===== config.mk =====
export PLATFORM = sky130hd
export DESIGN_NAME = rdcp_matrix
export DESIGN_NICKNAME = d
export VERILOG_FILES = /design/src/design/rdcp_pkg.sv /design/src/design/rdcp_matrix.sv
export SDC_FILE = /design/constraint.sdc
export NUM_CORES = 2
export LEC_CHECK = 0
export BUFFER_PORTS_ARGS = -buffer_cell sky130_fd_sc_hd__buf_4
export CAP_MARGIN = 15
export CORE_MARGIN = 1
export CORE_UTILIZATION = 50
export DETAILED_ROUTE_END_ITERATION = 6
export PLACE_DENSITY = 0.73
export SLEW_MARGIN = 20
export SYNTH_ARGS = -nofsm -noshare
export SYNTH_HDL_FRONTEND = slang
export SYNTH_SLANG_ARGS = --single-unit

===== constraint.sdc =====
create_clock -name clk -period 8.9 [get_ports clk]
set_input_delay 1.78 -clock clk [delete_from_list [all_inputs] [get_ports clk]]
set_output_delay 1.78 -clock clk [all_outputs]
set_load 0.1 [all_outputs]

===== src/design/rdcp_pkg.sv =====
// ----------------------------------------------------------------------------
// RGB555 display colour pipeline: shared package
// Types and fixed constants used by the pipeline modules.
// ----------------------------------------------------------------------------
package rdcp_pkg;

  localparam int unsigned CH_BITS    = 5;
  localparam int unsigned NUM_CH     = 3;
  localparam int unsigned COEF_W     = 18;
  localparam int unsigned ROW_W      = 54;
  localparam int unsigned Q15_W      = 16;
  localparam int unsigned CFG_DATA_W = 54;
  localparam int unsigned CFG_IDX_W  = 3;
  localparam int unsigned PIXEL_W    = 16;

  localparam logic [Q15_W-1:0] ONE_Q15 = 16'd32768;

  typedef enum logic [CFG_IDX_W-1:0] {
    REG_PASSTHROUGH = 3'd0,
    REG_ROW_RED     = 3'd1,
    REG_ROW_GREEN   = 3'd2,
    REG_ROW_BLUE    = 3'd3,
    REG_FLOOR_LIFT  = 3'd4
  } cfg_reg_t;

  // Load enables of the six pipeline stages, a (table read) to f (output).
  typedef struct packed {
    logic a;
    logic b;
    logic c;
    logic d;
    logic e;
    logic f;
  } pipe_en_t;

endpackage


===== src/design/rdcp_matrix.sv =====
// ----------------------------------------------------------------------------
// RGB555 display colour pipeline: matrix row
// One output row of the 3x3 matrix: three registered products, then the sum
// rounded to Q1.15 and clamped to the range 0 to 1.
// ----------------------------------------------------------------------------
module rdcp_matrix #(
  parameter int unsigned COEF_FRAC_BITS = 14
) (
  input  logic                                            clk,
  input  rdcp_pkg::pipe_en_t                              en,
  input  logic [rdcp_pkg::ROW_W-1:0]                      row,
  input  logic [rdcp_pkg::NUM_CH-1:0][rdcp_pkg::Q15_W-1:0] lin,
  output logic [rdcp_pkg::Q15_W-1:0]                      value
);

  localparam int unsigned PROD_W = rdcp_pkg::COEF_W + rdcp_pkg::Q15_W + 1;
  localparam int unsigned SUM_W  = PROD_W + 2;
  localparam logic signed [SUM_W-1:0] ROUND = SUM_W'(1) <<< (COEF_FRAC_BITS - 1);

  logic signed [PROD_W-1:0] prod_nxt [0:rdcp_pkg::NUM_CH-1];
  logic signed [PROD_W-1:0] prod_r   [0:rdcp_pkg::NUM_CH-1];
  logic signed [SUM_W-1:0]  sum;
  logic        [SUM_W-1:0]  rounded;
  logic [rdcp_pkg::Q15_W-1:0] value_nxt;
  logic [rdcp_pkg::Q15_W-1:0] value_r;

  always_comb begin
    for (int j = 0; j < rdcp_pkg::NUM_CH; j++) begin
      prod_nxt[j] = PROD_W'($signed(row[j*rdcp_pkg::COEF_W +: rdcp_pkg::COEF_W]))
                  * PROD_W'($signed({1'b0, lin[j]}));
    end
  end

  always_comb begin
    sum     = SUM_W'(prod_r[0]) + SUM_W'(prod_r[1]) + SUM_W'(prod_r[2]);
    rounded = SUM_W'(sum + ROUND) >> COEF_FRAC_BITS;
    if (sum <= 0) begin
      value_nxt = '0;
    end else if (rounded > SUM_W'(rdcp_pkg::ONE_Q15)) begin
      value_nxt = rdcp_pkg::ONE_Q15;
    end else begin
      value_nxt = rounded[rdcp_pkg::Q15_W-1:0];
    end
  end

  always_ff @(posedge clk) begin
    if (en.b) begin
      prod_r <= prod_nxt;
    end
    if (en.c) begin
      value_r <= value_nxt;
    end
  end

  assign value = value_r;

endmodule


==> results by group <==
Detailed routing
  • Wire per inst: 16.4 um
  • Router iterations before antenna repair: 7
  • Via density: 5.28
  • DRT iter0 DRCs: 1713
  • Final ANT Viol Nets: 0
  • Via count: 29000
  • Detailed Route WL: 90200 um
  • Post-route DRC: 2

Worst setup path
  • Cells on worst reg2reg path: 18
  • Arr. time, crit path: 8.29 ns
  • Critical path type: in2reg
  • Worst reg2reg path startpoint: prod_r[1]$_DFFE_PP_
  • Worst Path Buf+Inv: 5
  • Critical path's largest stage delay: 0.55 ns
  • Register-to-register setup slack: 2.33 ns
  • Capturing point of the worst reg2reg path: value[1]$_SDFFCE_PP0P_
  • Cells along the critical path: buf_4 > and2_1 > fa_1 > inv_1 > fa_1 > fa_1 > fa_1 > inv_1 > fa_1 > inv_1 > fa_1 > inv_1 > ha_1 > o21a_1 > o221a_2 > o21ai_0 > a21oi_1 > o21a_1 > a41oi_1 > a211oi_1 > or4_1 > a31oi_1 > o21ai_0 > xnor2_1
  • Critical path launch point type: primary input
  • WP depth: 24
  • Slowest CP cell: fa_1
  • Cell mode on critical path: fa_1
  • Worst setup EP type: flop
  • CP Max Fanout: 18
  • Worst Path Required: 9.08 ns
  • Crit path max-delay family: adder cells

Floorplan
  • Die X: 288 um
  • Site row count: 104
  • Core Area: 80800 um2
  • I/O pins: 125
  • Die Ht: 288 um
  • Initial Utilization: 50.7%
  • Die area: 83000 um2

Clocking
  • Hold buffer count at CTS: 0
  • Worst-path clk slew: 0.06 ns
  • Post-cts repair resize count: 0
  • H-tree levels: 4
  • Postcts setup bufs: 0
  • Clk root buf: clkbuf_16
  • Clock sink count: 121
  • TritonCTS Buffers: 17
  • Clock latency on the worst-skew pair: 0.43 ns
  • CTS tree: done
  • CTS Buffer Depth: 2

STA
  • Final critical-path required period: 8.11 ns
  • Slew HR: 31.0%
  • Max Freq: 123 MHz
  • Final Hold Fails: 0
  • Worst Max-Slew Pin Slew: 1.04 ns
  • RSZ-0062 raised after global routing: no
  • Max Slew Vio Count: 0
  • Crit share post-route: 91.1%
  • Final setup viols: 0
  • Setup TNS: 0 ns
  • Worst Skew: 0.0101 ns

Yosys
  • Number of distinct library cells after synthesis: 97
  • Post-synthesis register bit count: 121
  • Total number of yosys warnings: 0
  • Asr flop ratio synth: 0%
  • Synth Flop Type: edfxtp_1
  • Post-synthesis cell area: 40900 um2
  • Syn Nets: 5760
  • Cells after synthesis: 4433
  • Synthesized area per cell: 9.23 um2
  • Post-synthesis sequential area ratio: 8.88%
  • Post-synth EDFFs: 121

Hold path
  • Hold Path Stages: 6
  • End of the worst hold path: value[15]$_SDFFCE_PP0P_
  • Class of the worst hold path: reg2reg
  • HP Start: prod_r[104]$_DFFE_PP_

Layout
  • Share of post-route cells with drive strength above 1: 4.83%
  • Layout area overhead: 5.59%
  • Filler cells: 7179
  • Final net count: 5743
  • Area of the multi-input gates: 32300 um2
  • FF+latch area: 3630 um2

Placed design
  • Placer Congestion: 0.906
  • Final HPWL DP: 75500 um
  • Port bufs: 120

Global route
  • First-pass GRT wire length: 154000 um
  • Largest net degree at the start of global routing: 84
  • Total global-route track usage: 23.1%
  • GRT overflow: 0
  • Vias in the first global route: 31300
  • Initial antenna violation count: 3

Status
  • Failing checks: DRC
  • Status: finished, violations left

Flow run
  • Max_cap viols: 0
cells by family (layout without fill, tap and decap cells):
logic type               Yosys count  count (layout)  synth area share [%]
AND/OR/NAND/NOR                 1240            1240                  15.1
buffers and inverters           1333            1329                  12.3
adder cells (fa/ha/maj)         1218            1218                  54.0
XOR/XNOR                         131             131                  2.84
multiplexers                       8               8                 0.199
AO/OA/AOI/OAI                    382             382                  6.61
flip-flops                       121             121                  8.88
other                              0               3                     0
state kept, by name, summed over array words and instances, names as in the netlist:
name	cells
prod_r	105
value	16
final cells by class:
cell class,instances,area share [%]
multi-input cells,2979,74.6
inverters,1174,10.2
flip-flops and latches,121,8.41
well taps,1060,3.07
repair buffers,123,2.14
clock buffers,18,0.993
clock inverters,14,0.564
diodes,3,0.0174
metrics by stage:
| stage | cells | cell area [um2] | hold slack [ns] | utilization [%] | setup slack [ns] |
|---|---|---|---|---|---|
| floorplan | 4433 | 40900 | 1.17 | - | 0.757 |
| global placement | 5457 | 42500 | 1.32 | 52.6 | 0.401 |
| finish | 5492 | 43200 | 1.34 | 53.5 | 0.791 |
| detailed placement | 5457 | 42500 | 1.31 | 52.6 | 0.345 |
| CTS | 5489 | 43200 | 1.33 | 53.5 | 0.780 |
| global route | 5492 | 43200 | 1.43 | 53.5 | 0.368 |
cells in the final DEF (no fill, tap or decap), types with 19 or more instances in the layout:
cell      Yosys  routed
a21o_1       48      48
inv_1      1174    1174
xnor2_1      96      96
buf_4         2     123
fa_1        915     915
nor3_1       34      34
and2_1      359     359
and3_1       23      23
o21ai_0      53      53
ha_1        303     303
edfxtp_1    121     121
xor2_1       33      33
nand2b_1     20      20
nand2_1     578     578
a31oi_1      19      19
a21oi_1      92      92
nor2_1       96      96
o21a_1       22      22
nand3_1      24      24
cell usage after synthesis, types with 4 or more instances:
cell       instances  area share [%]
or3_1             15            0.23
nand2b_1          20            0.31
a21o_1            48            0.88
a31o_2             5            0.11
a21oi_1           92             1.1
o211a_1            6            0.15
a2111oi_0          5            0.11
o21ai_1            7           0.086
edfxtp_1         121             8.9
nand3_1           24            0.29
o21ai_0           53            0.65
xor2_1            33            0.71
nor4_2             8            0.24
a211oi_1          17            0.31
clkbuf_1         141             1.3
a211o_1            7            0.15
nand2_1          578             5.3
o31ai_1            7            0.13
a31oi_1           19            0.29
nor3b_1            4           0.073
nand4_1           11            0.17
inv_1           1174              11
and2_1           359             5.5
and3_1            23            0.35
a21oi_2            5            0.11
o21a_1            22            0.40
nor4_1            10            0.15
ha_1             303             9.3
nor2_1            96            0.88
a41oi_1            7            0.15
xnor2_1           96             2.1
a21boi_0           6            0.11
o211ai_1           6            0.11
o21bai_1          13            0.24
or2_2             10            0.15
and4_1             5            0.11
nor2b_1           15            0.23
nor3_1            34            0.42
o31a_1             5            0.11
o2111ai_1          5            0.11
buf_2             12            0.15
fa_1             915              45
o2bb2ai_1          5            0.11
mux2i_1            7            0.17
worst reg2reg max path, cell delays in order (launching register included):
cell and delay, ns:
edfxtp_1 0.42, fa_1 0.55, ha_1 0.21, inv_1 0.09, fa_1 0.49, nand2b_1 0.20
a21oi_2 0.26, o221ai_4 0.17, a21oi_2 0.69, xnor2_1 0.23, ha_1 0.26, inv_1 0.09
nor4b_4 0.47, nand4_4 0.20, or3_1 0.49, or3_1 0.42, xnor2_2 0.31, o41a_1 0.61
nor4_1 0.13
worst max-delay path by stage:
stage	from	end
floorplan	lin[4]	prod_r[104]$_DFFE_PP_
global placement	lin[5]	prod_r[104]$_DFFE_PP_
detailed placement	lin[5]	prod_r[104]$_DFFE_PP_
CTS	lin[5]	prod_r[104]$_DFFE_PP_
global route	row[6]	prod_r[104]$_DFFE_PP_
finish	lin[5]	prod_r[104]$_DFFE_PP_
layer usage:
| layer | track usage, % | vias to the layer above | share of wire (%) |
|---|---|---|---|
| li1 | - | 13200 | - |
| met1 | 30.2 | 14800 | 41 |
| met2 | 40.2 | 841 | 50 |
| met3 | 2.39 | 183 | 4.9 |
| met4 | 7.51 | 0 | 3.3 |
| met5 | 0 | - | 0 |
Power is left out: the tool's default activity adds up to more than one toggle a clock period on the data nets, which glitch-free logic cannot reach.
